`src/design/odo_pkg.sv`:
```
// shared constants, state types and the arctangent table for the odometry block
// no dependencies
`timescale 1ns / 1ps

package odo_pkg;

    // rotation steps of the cordic
    localparam int CORDIC_STEPS = 24;
    localparam int STEP_W       = $clog2(CORDIC_STEPS);

    // bit-serial multiplier sizes
    localparam int MUL_STEPS = 32;
    localparam int CNT_W     = 5;
    localparam int KINV_W    = 24;
    localparam logic [KINV_W-1:0] KINV_Q24 = 24'd10188014;

    // datapath widths
    localparam int SUM_W = 18;   // dr + dl
    localparam int DIF_W = 17;   // dr - dl
    localparam int PW    = 50;   // (dr + dl) * dist_per_tick
    localparam int DCW   = PW - 9;
    localparam int KW    = 42;   // gain-corrected travel
    localparam int XW    = 44;   // cordic x and y
    localparam int ZW    = 34;   // cordic residual angle

    typedef enum logic [2:0] {
        ST_IDLE,
        ST_LOAD,
        ST_SCALE,
        ST_TURN,
        ST_ROT,
        ST_WB
    } odo_state_t;

    typedef enum logic [1:0] {
        SC_IDLE,
        SC_MUL,
        SC_GAIN
    } odo_sc_phase_t;

    typedef enum logic {
        CR_IDLE,
        CR_RUN
    } odo_cr_phase_t;

    // floor(atan(2^-i) * 2^32 / (2 pi))
    function automatic logic [31:0] atan_turns(input int unsigned i);
        logic [31:0] a;
        case (i)
            0:  a = 32'h20000000;  1:  a = 32'h12E4051E;
            2:  a = 32'h09FB385B;  3:  a = 32'h051111D4;
            4:  a = 32'h028B0D43;  5:  a = 32'h0145D7E1;
            6:  a = 32'h00A2F61E;  7:  a = 32'h00517C55;
            8:  a = 32'h0028BE53;  9:  a = 32'h00145F2F;
            10: a = 32'h000A2F98;  11: a = 32'h000517CC;
            12: a = 32'h00028BE6;  13: a = 32'h000145F3;
            14: a = 32'h0000A2F9;  15: a = 32'h0000517C;
            16: a = 32'h000028BE;  17: a = 32'h0000145F;
            18: a = 32'h00000A2F;  19: a = 32'h00000517;
            20: a = 32'h0000028B;  21: a = 32'h00000145;
            22: a = 32'h000000A2;  23: a = 32'h00000051;
            24: a = 32'h00000028;  25: a = 32'h00000014;
            26: a = 32'h0000000A;  27: a = 32'h00000005;
            28: a = 32'h00000002;  29: a = 32'h00000001;
            default: a = 32'h00000000;
        endcase
        return a;
    endfunction

endpackage

```
`src/design/odo_scale.sv`:
```
// bit-serial scaling: travel and heading products, then cordic gain correction
// depends on odo_pkg
`timescale 1ns / 1ps

module odo_scale (
    input  logic                          aclk,
    input  logic                          aresetn,
    input  logic                          start,
    input  logic signed [odo_pkg::SUM_W-1:0] tick_sum,
    input  logic signed [odo_pkg::DIF_W-1:0] tick_diff,
    input  logic [31:0]                   dist_per_tick,
    input  logic [31:0]                   heading_per_tick,
    output logic [odo_pkg::XW-1:0]        travel,
    output logic [31:0]                   heading_delta,
    output logic                          done
);

    odo_pkg::odo_sc_phase_t phase_reg, phase_next;
    logic [odo_pkg::CNT_W-1:0] cnt_reg, cnt_next;
    logic [odo_pkg::PW-1:0]    acc_reg, acc_next, mc_reg, mc_next;
    logic [31:0]               mp_reg, mp_next;
    logic [31:0]               hacc_reg, hacc_next, hmc_reg, hmc_next, hmp_reg, hmp_next;
    logic [odo_pkg::KW-1:0]    kacc_reg, kacc_next;
    logic                      done_reg, done_next;
    logic [odo_pkg::DCW-1:0]   dc;
    logic [odo_pkg::KW:0]      ksum;

    // mean travel in q.24 and one gain bit per cycle, lsb first
    assign dc   = acc_reg[odo_pkg::PW-1:9];
    assign ksum = {kacc_reg[odo_pkg::KW-1], kacc_reg}
                + (odo_pkg::KINV_Q24[cnt_reg]
                   ? {{(odo_pkg::KW+1-odo_pkg::DCW){dc[odo_pkg::DCW-1]}}, dc}
                   : '0);

    // phase sequencing
    always_comb begin
        phase_next = phase_reg;
        unique case (phase_reg)
            odo_pkg::SC_IDLE: begin
                if (start) phase_next = odo_pkg::SC_MUL;
            end
            odo_pkg::SC_MUL: begin
                if (cnt_reg == odo_pkg::CNT_W'(odo_pkg::MUL_STEPS-1))
                    phase_next = odo_pkg::SC_GAIN;
            end
            odo_pkg::SC_GAIN: begin
                if (cnt_reg == odo_pkg::CNT_W'(odo_pkg::KINV_W-1))
                    phase_next = odo_pkg::SC_IDLE;
            end
            default: phase_next = odo_pkg::SC_IDLE;
        endcase
    end

    // shift-and-add datapath
    always_comb begin
        cnt_next  = cnt_reg;
        acc_next  = acc_reg;
        mc_next   = mc_reg;
        mp_next   = mp_reg;
        hacc_next = hacc_reg;
        hmc_next  = hmc_reg;
        hmp_next  = hmp_reg;
        kacc_next = kacc_reg;
        done_next = 1'b0;
        unique case (phase_reg)
            odo_pkg::SC_IDLE: begin
                if (start) begin
                    cnt_next  = '0;
                    acc_next  = '0;
                    mc_next   = odo_pkg::PW'(tick_sum);
                    mp_next   = dist_per_tick;
                    hacc_next = '0;
                    hmc_next  = 32'(tick_diff);
                    hmp_next  = heading_per_tick;
                    kacc_next = '0;
                end
            end
            odo_pkg::SC_MUL: begin
                if (mp_reg[0]) acc_next = acc_reg + mc_reg;
                if (hmp_reg[0]) hacc_next = hacc_reg + hmc_reg;
                mc_next  = {mc_reg[odo_pkg::PW-2:0], 1'b0};
                hmc_next = {hmc_reg[30:0], 1'b0};
                mp_next  = {1'b0, mp_reg[31:1]};
                hmp_next = {1'b0, hmp_reg[31:1]};
                if (cnt_reg == odo_pkg::CNT_W'(odo_pkg::MUL_STEPS-1)) cnt_next = '0;
                else cnt_next = cnt_reg + 1'b1;
            end
            odo_pkg::SC_GAIN: begin
                kacc_next = ksum[odo_pkg::KW:1];
                cnt_next  = cnt_reg + 1'b1;
                if (cnt_reg == odo_pkg::CNT_W'(odo_pkg::KINV_W-1)) done_next = 1'b1;
            end
            default: ;
        endcase
    end

    always_ff @(posedge aclk) begin
        if (!aresetn) begin
            phase_reg <= odo_pkg::SC_IDLE;
            done_reg  <= 1'b0;
        end else begin
            phase_reg <= phase_next;
            done_reg  <= done_next;
        end
        cnt_reg  <= cnt_next;
        acc_reg  <= acc_next;
        mc_reg   <= mc_next;
        mp_reg   <= mp_next;
        hacc_reg <= hacc_next;
        hmc_reg  <= hmc_next;
        hmp_reg  <= hmp_next;
        kacc_reg <= kacc_next;
    end

    assign travel        = {{(odo_pkg::XW-odo_pkg::KW){kacc_reg[odo_pkg::KW-1]}}, kacc_reg};
    assign heading_delta = hacc_reg;
    assign done          = done_reg;

endmodule

```
`src/design/odo_cordic.sv`:
```
// iterative rotation cordic, one micro-rotation per cycle
// depends on odo_pkg
`timescale 1ns / 1ps

module odo_cordic (
    input  logic                   aclk,
    input  logic                   aresetn,
    input  logic                   start,
    input  logic [odo_pkg::XW-1:0] travel,
    input  logic [31:0]            heading,
    output logic [31:0]            dx,
    output logic [31:0]            dy,
    output logic                   done
);

    odo_pkg::odo_cr_phase_t phase_reg, phase_next;
    logic [odo_pkg::STEP_W-1:0] step_reg, step_next;
    logic signed [odo_pkg::XW-1:0] x_reg, x_next, y_reg, y_next, xs, ys;
    logic signed [odo_pkg::ZW-1:0] z_reg, z_next, ang;
    logic                          fold;
    logic [31:0]                   t_fold;
    logic                          done_reg, done_next;
    logic [odo_pkg::XW-1:0]        xr, yr;

    // fold headings in the back half-plane by half a turn
    assign fold   = (heading[31:30] == 2'b01) || (heading[31:30] == 2'b10);
    assign t_fold = fold ? (heading ^ 32'h8000_0000) : heading;
    assign xs     = x_reg >>> step_reg;
    assign ys     = y_reg >>> step_reg;
    assign ang    = odo_pkg::ZW'(odo_pkg::atan_turns(int'(step_reg)));

    always_comb begin
        phase_next = phase_reg;
        unique case (phase_reg)
            odo_pkg::CR_IDLE: if (start) phase_next = odo_pkg::CR_RUN;
            odo_pkg::CR_RUN: begin
                if (step_reg == odo_pkg::STEP_W'(odo_pkg::CORDIC_STEPS-1))
                    phase_next = odo_pkg::CR_IDLE;
            end
            default: phase_next = odo_pkg::CR_IDLE;
        endcase
    end

    // micro-rotation datapath
    always_comb begin
        step_next = step_reg;
        x_next    = x_reg;
        y_next    = y_reg;
        z_next    = z_reg;
        done_next = 1'b0;
        unique case (phase_reg)
            odo_pkg::CR_IDLE: begin
                if (start) begin
                    step_next = '0;
                    x_next    = fold ? -$signed(travel) : $signed(travel);
                    y_next    = '0;
                    z_next    = odo_pkg::ZW'($signed(t_fold));
                end
            end
            odo_pkg::CR_RUN: begin
                if (!z_reg[odo_pkg::ZW-1]) begin
                    x_next = x_reg - ys;
                    y_next = y_reg + xs;
                    z_next = z_reg - ang;
                end else begin
                    x_next = x_reg + ys;
                    y_next = y_reg - xs;
                    z_next = z_reg + ang;
                end
                step_next = step_reg + 1'b1;
                if (step_reg == odo_pkg::STEP_W'(odo_pkg::CORDIC_STEPS-1)) done_next = 1'b1;
            end
            default: ;
        endcase
    end

    always_ff @(posedge aclk) begin
        if (!aresetn) begin
            phase_reg <= odo_pkg::CR_IDLE;
            done_reg  <= 1'b0;
        end else begin
            phase_reg <= phase_next;
            done_reg  <= done_next;
        end
        step_reg <= step_next;
        x_reg    <= x_next;
        y_reg    <= y_next;
        z_reg    <= z_next;
    end

    // q.24 to q16.16, rounded half up
    assign xr   = x_reg + odo_pkg::XW'(128);
    assign yr   = y_reg + odo_pkg::XW'(128);
    assign dx   = xr[39:8];
    assign dy   = yr[39:8];
    assign done = done_reg;

endmodule

```
`src/design/differential_drive_odometry.sv`:
```
// top level of the differential-drive odometry block
// depends on odo_pkg, odo_scale and odo_cordic
`timescale 1ns / 1ps

// Dead-reckoning pose tracker. Each transfer on the s_ stream carries the
// absolute right and left encoder counts; each produces exactly one transfer
// on the m_ stream with the updated pose (x, y in Q16.16 metres, heading in
// 2^-32 turn). The APB port sets the distance and heading scale per tick.
// Each sample passes through a load step, the bit-serial travel and heading
// multipliers, the serial gain correction, the CORDIC_STEPS micro-rotations
// of the rotation stage, and the handoff between the stages and the pose
// update. The block takes one sample at a time; s_tready rises in the same
// cycle as m_tvalid when the result appears. s_tready is high only when the
// block is idle. The result stays on m_tdata with m_tvalid high until taken;
// a stalled receiver holds the next pose update back, but the following
// sample is still accepted and computed meanwhile. Reset clears the pose,
// the stored encoder counts and restores the default scale registers.
module differential_drive_odometry (
    input  logic        aclk,
    input  logic        aresetn,
    input  logic        s_tvalid,
    output logic        s_tready,
    input  logic [31:0] s_tdata,   // right_position[15:0], left_position[31:16]
    output logic        m_tvalid,
    input  logic        m_tready,
    output logic [95:0] m_tdata,   // pose_x[31:0], pose_y[63:32], pose_heading[95:64]
    input  logic        psel,
    input  logic        penable,
    input  logic        pwrite,
    input  logic [2:0]  paddr,
    input  logic [31:0] pwdata,
    output logic [31:0] prdata,
    output logic        pready
);

    odo_pkg::odo_state_t state_reg, state_next;
    logic [31:0] dpt_reg, dpt_next, hpt_reg, hpt_next;
    logic [15:0] last_r_reg, last_r_next, last_l_reg, last_l_next;
    logic [31:0] acc_x_reg, acc_x_next, acc_y_reg, acc_y_next, acc_h_reg, acc_h_next;
    logic signed [odo_pkg::SUM_W-1:0] sum_reg, sum_next;
    logic signed [odo_pkg::DIF_W-1:0] dif_reg, dif_next;
    logic        mvalid_reg, mvalid_next;
    logic        s_fire, cfg_wr, out_free;
    logic [15:0] dr16, dl16;
    logic        scale_start, scale_done, rot_start, rot_done;
    logic [odo_pkg::XW-1:0] travel;
    logic [31:0] hdelta, dx, dy;

    assign s_fire   = s_tvalid && s_tready;
    assign cfg_wr   = psel && penable && pwrite && pready;
    assign out_free = !mvalid_reg || m_tready;
    assign pready   = 1'b1;
    assign prdata   = paddr[2] ? hpt_reg : dpt_reg;

    // configuration writes
    always_comb begin
        dpt_next = dpt_reg;
        hpt_next = hpt_reg;
        if (cfg_wr) begin
            if (paddr[2]) hpt_next = pwdata;
            else dpt_next = pwdata;
        end
    end

    // wrapped tick deltas
    assign dr16 = s_tdata[15:0] - last_r_reg;
    assign dl16 = s_tdata[31:16] - last_l_reg;

    // sequencer next state
    always_comb begin
        state_next = state_reg;
        unique case (state_reg)
            odo_pkg::ST_IDLE:  if (s_fire) state_next = odo_pkg::ST_LOAD;
            odo_pkg::ST_LOAD:  state_next = odo_pkg::ST_SCALE;
            odo_pkg::ST_SCALE: if (scale_done) state_next = odo_pkg::ST_TURN;
            odo_pkg::ST_TURN:  state_next = odo_pkg::ST_ROT;
            odo_pkg::ST_ROT:   if (rot_done) state_next = odo_pkg::ST_WB;
            odo_pkg::ST_WB:    if (out_free) state_next = odo_pkg::ST_IDLE;
            default:           state_next = odo_pkg::ST_IDLE;
        endcase
    end

    // sequencer outputs
    always_comb begin
        s_tready    = 1'b0;
        scale_start = 1'b0;
        rot_start   = 1'b0;
        unique case (state_reg)
            odo_pkg::ST_IDLE: s_tready    = 1'b1;
            odo_pkg::ST_LOAD: scale_start = 1'b1;
            odo_pkg::ST_TURN: rot_start   = 1'b1;
            default: ;
        endcase
    end

    // sample capture, pose update and result transfer
    always_comb begin
        last_r_next = last_r_reg;
        last_l_next = last_l_reg;
        sum_next    = sum_reg;
        dif_next    = dif_reg;
        acc_x_next  = acc_x_reg;
        acc_y_next  = acc_y_reg;
        acc_h_next  = acc_h_reg;
        mvalid_next = mvalid_reg && !m_tready;
        if (s_fire) begin
            last_r_next = s_tdata[15:0];
            last_l_next = s_tdata[31:16];
            sum_next    = odo_pkg::SUM_W'($signed(dr16)) + odo_pkg::SUM_W'($signed(dl16));
            dif_next    = odo_pkg::DIF_W'($signed(dr16)) - odo_pkg::DIF_W'($signed(dl16));
        end
        if (state_reg == odo_pkg::ST_WB && out_free) begin
            acc_x_next  = acc_x_reg + dx;
            acc_y_next  = acc_y_reg + dy;
            acc_h_next  = acc_h_reg + hdelta;
            mvalid_next = 1'b1;
        end
    end

    always_ff @(posedge aclk) begin
        if (!aresetn) begin
            state_reg  <= odo_pkg::ST_IDLE;
            dpt_reg    <= 32'd2428743;
            hpt_reg    <= 32'd2089450;
            last_r_reg <= '0;
            last_l_reg <= '0;
            acc_x_reg  <= '0;
            acc_y_reg  <= '0;
            acc_h_reg  <= '0;
            mvalid_reg <= 1'b0;
        end else begin
            state_reg  <= state_next;
            dpt_reg    <= dpt_next;
            hpt_reg    <= hpt_next;
            last_r_reg <= last_r_next;
            last_l_reg <= last_l_next;
            acc_x_reg  <= acc_x_next;
            acc_y_reg  <= acc_y_next;
            acc_h_reg  <= acc_h_next;
            mvalid_reg <= mvalid_next;
        end
        sum_reg <= sum_next;
        dif_reg <= dif_next;
    end

    odo_scale u_scale (
        .aclk             (aclk),
        .aresetn          (aresetn),
        .start            (scale_start),
        .tick_sum         (sum_reg),
        .tick_diff        (dif_reg),
        .dist_per_tick    (dpt_reg),
        .heading_per_tick (hpt_reg),
        .travel           (travel),
        .heading_delta    (hdelta),
        .done             (scale_done)
    );

    // rotation uses the heading from before this sample
    odo_cordic u_cordic (
        .aclk    (aclk),
        .aresetn (aresetn),
        .start   (rot_start),
        .travel  (travel),
        .heading (acc_h_reg),
        .dx      (dx),
        .dy      (dy),
        .done    (rot_done)
    );

    assign m_tvalid = mvalid_reg;
    assign m_tdata  = {acc_h_reg, acc_y_reg, acc_x_reg};

    // checks
    a_accept_load: assert property (@(posedge aclk) disable iff (!aresetn)
        s_fire |=> state_reg == odo_pkg::ST_LOAD)
        else $error("accepted sample did not start processing");

    a_scale_done: assert property (@(posedge aclk) disable iff (!aresetn)
        scale_done |-> state_reg == odo_pkg::ST_SCALE)
        else $error("scale finished outside its phase");

    a_rot_done: assert property (@(posedge aclk) disable iff (!aresetn)
        rot_done |-> state_reg == odo_pkg::ST_ROT)
        else $error("rotation finished outside its phase");

    a_result_src: assert property (@(posedge aclk) disable iff (!aresetn)
        $rose(m_tvalid) |-> $past(state_reg == odo_pkg::ST_WB))
        else $error("result raised without a pose update");

endmodule
```
`config.mk`:
```
export PLATFORM = sky130hd
export DESIGN_NAME = differential_drive_odometry
export DESIGN_NICKNAME = d
export VERILOG_FILES = /design/src/design/odo_pkg.sv /design/src/design/odo_scale.sv /design/src/design/odo_cordic.sv /design/src/design/differential_drive_odometry.sv
export SDC_FILE = /design/constraint.sdc
export NUM_CORES = 2
export LEC_CHECK = 0
export BUFFER_PORTS_ARGS = -buffer_cell sky130_fd_sc_hd__buf_2
export CAP_MARGIN = 20
export CORE_UTILIZATION = 58
export CTS_BUF_LIST = sky130_fd_sc_hd__clkbuf_16
export CTS_CLUSTER_DIAMETER = 30
export CTS_CLUSTER_SIZE = 10
export DETAILED_ROUTE_END_ITERATION = 16
export PLACE_DENSITY = 0.78
export SLEW_MARGIN = 20
export SYNTH_ARGS = -nofsm -noshare
export SYNTH_HDL_FRONTEND = slang
export SYNTH_SLANG_ARGS = --single-unit
```
`constraint.sdc`:
```
create_clock -name aclk -period 7.35 [get_ports aclk]
set_clock_uncertainty 0.1 [all_clocks]
set_input_delay 0 -clock aclk [delete_from_list [all_inputs] [get_ports aclk]]
set_output_delay 0 -clock aclk [all_outputs]
set_load 0.005 [all_outputs]
```
==> impl_results.md <==
* Synth Cell Area at ~56,000 sq um
* Max-slew headroom at 22.50%
* Core Region at 95,150 sq um
* Biggest cell delay along the critical path at a little under 0.9 ns
* Fin cells at ~8,200
* Mapped Cells at about 6,300
* Initial antenna violation count at 4
* Sequential share of the synthesized area at a little under a third
* Via count at 53,270
* Setup crit end kind: flip-flop
* Clk Latency, worst-skew pair at ~0.8 ns
* Largest net degree at the start of global routing at 99
* Area occupied by multi-input gates at ~36,000 sq um
* Setup slack after layout at between 0.09 and 0.1 ns
* Slew of the pin with the lowest slew margin at 1.150 ns
* Worst setup path category: flip-flop to flip-flop
* Post-synthesis register bit count at around 670
* Die width at around 310 um
* Register Area at around 18,000 sq um
* Final setup fails at 0
* Post-placement cell area at 58,960 sq um
* Crit share post-route at approximately 99%
* Total setup buffers inserted after CTS at 0
* Clock-pin slew on the worst setup and hold paths at roughly 0.060 ns
* Setup TNS at 0 ns
* CTS Root Cell: clkbuf_16
* Total grt overflow at 0
* Critical Path RT at approximately 7.8 ns
* Grt peak-use layer: met2
* Min-Delay Path Class: primary input to flip-flop
* Die Area at 97,480 sq um
* Post-synth cell types at 96
* Grt met2 use at between 60% and 70%
* Fmax at 137.8 MHz
* Total Routing Usage GR at about two fifths
* # rows at roughly 110
* Slew Viols, Final at 0
* # Max-Cap Violations at 0
* M1 GR Usage at between 40% and 50%
* Final ANT Viol Nets at 0
* Final GP Congestion at just over 1
* Crit path max-delay cell type: o21ai_0
* Ys async rst share at 0%
* Initial DRC Count at 6,497
* Most common cell after layout, fill and taps aside: nand2_1
* Area delta synth->final at 19.09%
* Vias in the first global route at a little over 50,000
* Clk sink count at approximately 670
* Ratio of cells with drive above 1 in the final layout at between 10% and 20%
* Most frequent cells in the layout: nand2_1, a21oi_1, nor2_1
* Met3 usage at 10.67%
* Post-synth EDFFs at about 430
* Final Hold Viols at 0
* Final Critical Period at just over 7 ns
* First-pass GRT wire length at approximately 300,000 um
* TritonRoute pass-1 iters at 10
* Pre-CTS setup slack at roughly 0.31 ns
* Critical Path AT at a little under 8 ns
* DR WL/cell at between 20 and 25 um
* I/O Buffers at around 200
* Io pins at between 200 and 250
* Synth warnings at 0
* Total wire length at just under 200,000 um
* Syn nets at a little under 7,000
* CTS tree: yes
* Placed cells at 7,685
* Max IR drop VDD at roughly 0.00029 V
* H-tree depth at 4
* Ys flop type: edfxtp_1
* Crit Path Max Fanout at 7
* Mapped Avg Cell Area at 8.863 sq um
* Vias/cell at between 6 and 7
* CP cell instances: inv_1 > ha_1 > nor2b_1 > o21ai_0 > a21boi_0 > o21ai_0 > a21boi_0 > o21ai_0 > a21oi_1 > o41ai_1 > o21bai_1 > a21oi_1 > xnor2_1 > ha_1 > inv_1 > a2111oi_0 > o21ai_0 > a31o_2
* Fillers at 6,766
* NumNets Final at about 7,300
* # DRC at 0
* Finished Cell Area at between 60,000 and 70,000 sq um
* CP Launch Type: flip-flop
* Total CTS buffers at about 160
* Die H at approximately 310 um
* Most used cell, CP: o21ai_0
* HPWL Detailed at 124,400 um
* P_leak at approximately 0.028 uW
* Initial core utilization at 58.66%
* Power Dens Cells at between 200 and 300 nW/um^2
* Status: finished, final reports clean
* Clock Path Buffers at 3
==> cells in the mapped netlist, drive strengths merged (112+ instances only) <==
library cell | instances | area [sq um]
nand2 | 749 | 2811
a21oi | 639 | 3198
nor2 | 526 | 1974
edfxtp | 434 | 13030
ha | 427 | 5343
xnor2 | 311 | 2724
o21ai | 297 | 1486
dfxtp | 232 | 4644
clkbuf | 230 | 865.8
xor2 | 224 | 1962
inv | 218 | 818.3
mux2 | 209 | 2354
a21o | 166 | 1246
nand3 | 145 | 725.7
mux2i | 125 | 1251
and2 | 121 | 757.0
nor3 | 112 | 571.8
==> worst max-delay path: cells and delay by family (launching register included) <==
family                   cells  cell delay [ns]
AO/OA/AOI/OAI               12             5.28
XOR/XNOR                     1             0.15
adder cells (fa/ha/maj)      2             0.78
buffers and inverters        2             0.24
flip-flops                   1             0.32
AND/OR/NAND/NOR              1             0.14
==> logic make-up after synthesis <==
logic type	count (synthesis)	share of synthesized area (%)
xor+xnor	536	8.437
other cells	1	0.006718
flops	666	31.67
mux	440	10.75
fa+ha+maj	440	10.04
compound gates	1648	18.36
simple gates	2030	16.78
buf+inv	537	3.956
==> power by group <==
part	switching (uW)	internal [uW]	total, uW	leakage, uW
clock network	2540	4590	7120	0.00269
logic	4100	2800	6890	0.0192
registers	519	4920	5440	0.00596
==> stage by stage <==
step / power (uW) / util, % / hold WS [ns]
finish: 19450 / 69.86 / 0.1708
global route: 20270 / 69.86 / 0.1773
CTS: 18970 / 69.82 / 0.06982
detailed placement: 11770 / 61.96 / 0.1303
global placement: 11590 / 61.96 / 0.1221
floorplan: 10230 / - / 0.02397
==> per-layer routing <==
layer / share of wire [%] / up-vias / wire (um)
met2: 45 / 3188 / 86970
met4: 6.7 / 0 / 12840
met1: 38 / 25140 / 72910
met5: 0 / - / 0
met3: 10 / 932 / 20140
li1: - / 24010 / -
==> final cells by class <==
| cell class | instances | area share, % |
|---|---|---|
| Multi-Input combinational cell | 5095 | 54.18 |
| Sequential cell | 666 | 26.60 |
| Timing Repair Buffer | 642 | 7.367 |
| Clock buffer | 166 | 6.249 |
| Tap cell | 1265 | 2.381 |
| Clock inverter | 139 | 1.937 |
| Inverter | 221 | 1.270 |
| Antenna cell | 4 | 0.01506 |
==> what timing repair did <==
| item | CTS | global route |
|---|---|---|
| hold buffers | 204 | 0 |
| setup endpoints to repair | 0 | 11 |
| endpoints found under the hold margin | 111 | 0 |
| gates resized for setup | 0 | 9 |
==> path summary, 6_finish.rpt <==
kind / slack (ns) / cells after the start / start / endpoint
worst max-delay path: 0.09 / 18 / last_r_reg[1] / sum_reg[16]
worst max register to register: 0.09 / 18 / last_r_reg[1] / sum_reg[16]
worst min-delay path: 0.17 / 6 / paddr[2] / hpt_reg[23]
worst min register to register: 0.37 / 2 / acc_x_reg[0] / acc_x_reg[0]
Note: power is estimated with default switching activity, not from simulation.
